$ cat src/hw/rtl/assert_macros.svh
// Assertion macros shared by the RTL files that carry checks.
// Define ASSERT_OFF to compile every check away.
`ifndef ASSERT_MACROS_SVH
`define ASSERT_MACROS_SVH

`ifndef ASSERT_OFF

// Clocked check that is skipped while reset is asserted (active low).
`define ASSERT_CLK_RST(lbl, clk, rst_n, prop, msg) \
    lbl: assert property (@(posedge clk) disable iff (!rst_n) prop) else $error(msg);

// Clocked check that also holds during reset.
`define ASSERT_CLK(lbl, clk, prop, msg) \
    lbl: assert property (@(posedge clk) prop) else $error(msg);

`else

`define ASSERT_CLK_RST(lbl, clk, rst_n, prop, msg)
`define ASSERT_CLK(lbl, clk, prop, msg)

`endif

`endif

$ cat src/hw/rtl/bedt_pkg.sv
package bedt_pkg;

    // Field widths of the beats, the throttle setting and the entry phase.
    localparam int KIND_W = 2;
    localparam int ID_W   = 32;
    localparam int NOW_W  = 48;
    localparam int THR_W  = 16;
    localparam int PH_W   = 2;

    localparam logic [THR_W-1:0] THROTTLE_RESET = 16'd200;

    // Multiplicative hash of the block id, low 32 bits kept.
    localparam int              HASH_W   = 32;
    localparam logic [HASH_W-1:0] HASH_MUL = 32'd2654435761;

    // Remainder by a non power-of-two bucket count: a reciprocal multiply,
    // then a correction step.
    localparam int MOD_STEPS = 2;
    localparam int MOD_CNT_W = $clog2(MOD_STEPS);

    // Default geometry.
    localparam int DEF_BUCKETS   = 32;
    localparam int DEF_WAYS      = 4;
    localparam int DEF_TIME_BITS = 48;

    typedef enum logic [KIND_W-1:0] {
        K_START     = 2'd0,
        K_END       = 2'd1,
        K_ERR_CATCH = 2'd2,
        K_ERR       = 2'd3
    } t_kind;

    typedef enum logic [PH_W-1:0] {
        PH_NONE  = 2'd0,
        PH_START = 2'd1,
        PH_END   = 2'd2
    } t_phase;

    // Commands from the controller to the datapath.
    typedef struct packed {
        logic clr;       // clear one bucket row
        logic load;      // capture the accepted input beat
        logic mul;       // register the hash product
        logic mod_step;  // one remainder step
        logic rd;        // read the bucket row
        logic eval;      // decide, write back, load the result register
    } t_dp_cmd;

    // Status from the datapath to the controller.
    typedef struct packed {
        logic clr_done;
        logic mod_done;
        logic out_busy;
    } t_dp_sts;

endpackage

$ cat src/hw/rtl/bedt_ctrl.sv
module bedt_ctrl (
    input  logic              i_clk,
    input  logic              i_rst_n,
    input  logic              i_req_valid,
    output logic              o_req_ready,
    input  bedt_pkg::t_dp_sts i_sts,
    output bedt_pkg::t_dp_cmd o_cmd
);
    import bedt_pkg::*;

    typedef enum logic [5:0] {
        S_CLEAR = 6'b000001,
        S_IDLE  = 6'b000010,
        S_HASH  = 6'b000100,
        S_MOD   = 6'b001000,
        S_READ  = 6'b010000,
        S_EVAL  = 6'b100000
    } t_state;

    t_state r_state;
    t_state n_state;

    always_ff @(posedge i_clk) begin
        if (!i_rst_n) begin
            r_state <= S_CLEAR;
        end else begin
            r_state <= n_state;
        end
    end

    always_comb begin
        n_state     = r_state;
        o_cmd       = '0;
        o_req_ready = 1'b0;
        case (r_state)
            S_CLEAR: begin
                o_cmd.clr = 1'b1;
                if (i_sts.clr_done) begin
                    n_state = S_IDLE;
                end
            end
            S_IDLE: begin
                o_req_ready = 1'b1;
                if (i_req_valid) begin
                    o_cmd.load = 1'b1;
                    n_state    = S_HASH;
                end
            end
            S_HASH: begin
                o_cmd.mul = 1'b1;
                n_state   = S_MOD;
            end
            S_MOD: begin
                o_cmd.mod_step = 1'b1;
                if (i_sts.mod_done) begin
                    n_state = S_READ;
                end
            end
            S_READ: begin
                o_cmd.rd = 1'b1;
                n_state  = S_EVAL;
            end
            S_EVAL: begin
                // Hold until the result register can take the new beat.
                if (!i_sts.out_busy) begin
                    o_cmd.eval = 1'b1;
                    n_state    = S_IDLE;
                end
            end
            default: begin
                n_state = S_CLEAR;
            end
        endcase
    end

endmodule

$ cat config.mk
export PLATFORM = sky130hd
export DESIGN_NAME = bedt_ctrl
export DESIGN_NICKNAME = d
export VERILOG_FILES = /design/src/hw/rtl/assert_macros.svh /design/src/hw/rtl/bedt_pkg.sv /design/src/hw/rtl/bedt_ctrl.sv
export SDC_FILE = /design/constraint.sdc
export NUM_CORES = 1
export LEC_CHECK = 0
export ABC_AREA = 1
export BUFFER_PORTS_ARGS = -buffer_cell sky130_fd_sc_hd__buf_2
export CAP_MARGIN = 20
export CORE_AREA = 2 2 39 41
export CTS_CLUSTER_DIAMETER = 30
export DETAILED_ROUTE_END_ITERATION = 16
export DIE_AREA = 0 0 41 43
export PLACE_DENSITY = 0.56
export REMOVE_ABC_BUFFERS = 1
export SYNTH_ARGS = -nofsm -noshare
export SYNTH_HDL_FRONTEND = slang
export SYNTH_SLANG_ARGS = --single-unit
$ cat constraint.sdc
create_clock -name i_clk -period 1.3 [get_ports i_clk]
set_input_delay 0.195 -clock i_clk [delete_from_list [all_inputs] [get_ports i_clk]]
set_output_delay 0.195 -clock i_clk [all_outputs]
set_load 0.005 [all_outputs]
==> metrics <==
clock skew=0.00419 ns; Routed WL=between 800 and 900 µm; Filler Cell Count=143; storage element area=about 130 µm²; post-DP HPWL=663 µm; Max VDD drop=about 0.55 mV; Slew HR=86.9%; initial antenna violation count=0; chip height=43 µm; Syn Inst Count=57; failing checks=negative setup slack; largest net degree at the start of global routing=8; H-Tree Level Count=1; total inserted antenna cells=0; first-pass GRT wire length=1460 µm; Worst-path clk slew=0.05 ns; hold crit path type=input port to flip-flop; Mapped Area=390 µm²; average wire per standard cell=between 9 and 10 µm; Final Setup Violations=6; Simple-Gate Fraction of Synth Area=51.3%; Largest regs=r_state (6); flops & latches, synth=6; total congestion overflow=0; row cnt=14; multiplexer share of the synthesized area=0%; Layout area overhead=39.7%; WP data arrival=1.19 ns; RSZ-0062 raised after global routing=true; most common cell after layout, fill and taps aside=inv_1; Nets=84; cts bufs inserted=3; clock sink count=6; CP Class=flip-flop to primary output; Max Fanout on Critical Path=6; min Tclk post-route=1.39 ns; sequential area share after synthesis=a little under a third; power density cells=around 1200 mW/mm²; Ys Warns=0; outcome=finished, violations left; Multi-input gate area=220 µm²; Largest register FFs=6; # DRC=0; combinational family with the most area after synthesis=simple AND/OR/NAND/NOR gates; Worst-Margin Slew=0.195 ns; fin area=546 µm²; startpoint types=flip-flop; Routed Antenna Nets=0; CTS tree=done; total power=654 µW; Fmax=a little over 0.7 GHz; Final WS setup=-0.0870 ns; Final Hold Fails=0; number of port buffers=12; Starting Density=28.2%; Ports=13; Slew Limit Fails=0; vias per cell=4.53; Final Cycle Share=107%; max_cap viols=0; most frequent cells in the layout=inv_1 (12), buf_2 (11), nor2_2 (6), nand2_1 (6), nand4_1 (6); root buffer cell=clkbuf_4; Lkg Pwr=0.295 nW; Die ar.=between 0.0015 and 0.002 mm²; chip width=41 µm; GR Util All Layers=between 10% and 20%; vias in the first global route=344; count of unique library cells instantiated by Yosys=12; core area=0.00138 mm²; Via Count=417; critical path required time=1.11 ns; Clk Latency, worst-skew pair=approximately 0.25 ns; xor/xnor share of the synthesized area=0%; most flop-heavy register=r_state; Final Instance Count excl. Fillers=slightly above 90; layout cell share with drive strength beyond 1=between 50% and 60%; DR iter-0 viols=10; placed cell area=around 470 µm²; CP endpoint kind=primary output; TritonRoute pass-1 iters=4; dpl cells=85; CTS Hold Bufs=0; Compound-Gate Fraction of Synth Area=2.56%; Max Root-Sink Buffers=2; Post-Synth Adder-Cell Area=0%; Mean Syn Cell Area=between 6 and 7 µm²; RePlAce Congestion=roughly 0.77
## metal layers
layer | GRT usage, % | vias up | wire (µm)
met3 | 4.71 | 3 | 72
met5 | 0 | - | 0
met1 | 17.5 | 173 | 434
met2 | 15.0 | 18 | 353
li1 | - | 223 | -
met4 | 10.0 | 0 | 28
## path summary, 6_finish.rpt
kind | from | end | slack [ns] | cells past startpoint
max | r_state[4] | o_cmd[4] | -0.09 | 5
min | i_rst_n | r_state[0] | 0.16 | 2
max reg2reg | r_state[4] | r_state[1] | 0.11 | 7
min reg2reg | r_state[1] | r_state[1] | 0.55 | 2
## stage by stage
step           utilization [%]  TNS [ns]  setup WS, ns  hold slack (ns)
2_1_floorplan                -         0         0.226            0.279
5_1_grt                   39.4    -0.805        -0.175            0.167
3_5_place_dp              34.0         0         0.120            0.428
4_1_cts                   36.4    -0.220        -0.102            0.164
3_3_place_gp              34.0         0         0.125            0.427
6_report                  39.4    -0.319       -0.0870            0.165
## worst max-delay path: stages, from the launching register on
cell and delay (ns):
dfxtp_2 0.34, nor2_4 0.17, and3_4 0.22, inv_2 0.05
nor2_2 0.06, buf_2 0.11
## timing repair
item	in CTS	in global routing
pin swaps	4	3
resized for setup	3	7
setup endpoints to repair	6	8
setup buffers	1	3
## cell usage after synthesis
master,number,area (µm²)
and3_4,1,11.3
nand3_1,5,25.0
nand2_1,6,22.5
nor2_4,3,33.8
dfxtp_1,6,120
nor2_1,5,18.8
a21oi_1,2,10.0
inv_1,13,48.8
inv_2,3,11.3
nor3_2,2,20.0
nand4_1,6,37.5
nor2_2,5,31.3
## where the power goes
group / switching [mW] / internal [mW]
clock network: 0.0747 / 0.105
registers: 0.0307 / 0.209
logic: 0.132 / 0.102
## cells by family (layout without fill, tap and decap cells)
kind of cell           Yosys count  in the layout
and+or+nand+nor                 33             33
buffers and inverters           16             35
DFF                              6              6
AOI/OAI and AO/OA                2              2
## cell type report
cell class / count / area share, %
Inverter: 16 / 11.0
Clock buffer: 3 / 4.13
Sequential cell: 6 / 23.2
Tap cell: 16 / 3.67
Multi-Input combinational cell: 35 / 40.4
Timing Repair Buffer: 16 / 17.7
Power figures use the tool's default switching activity.
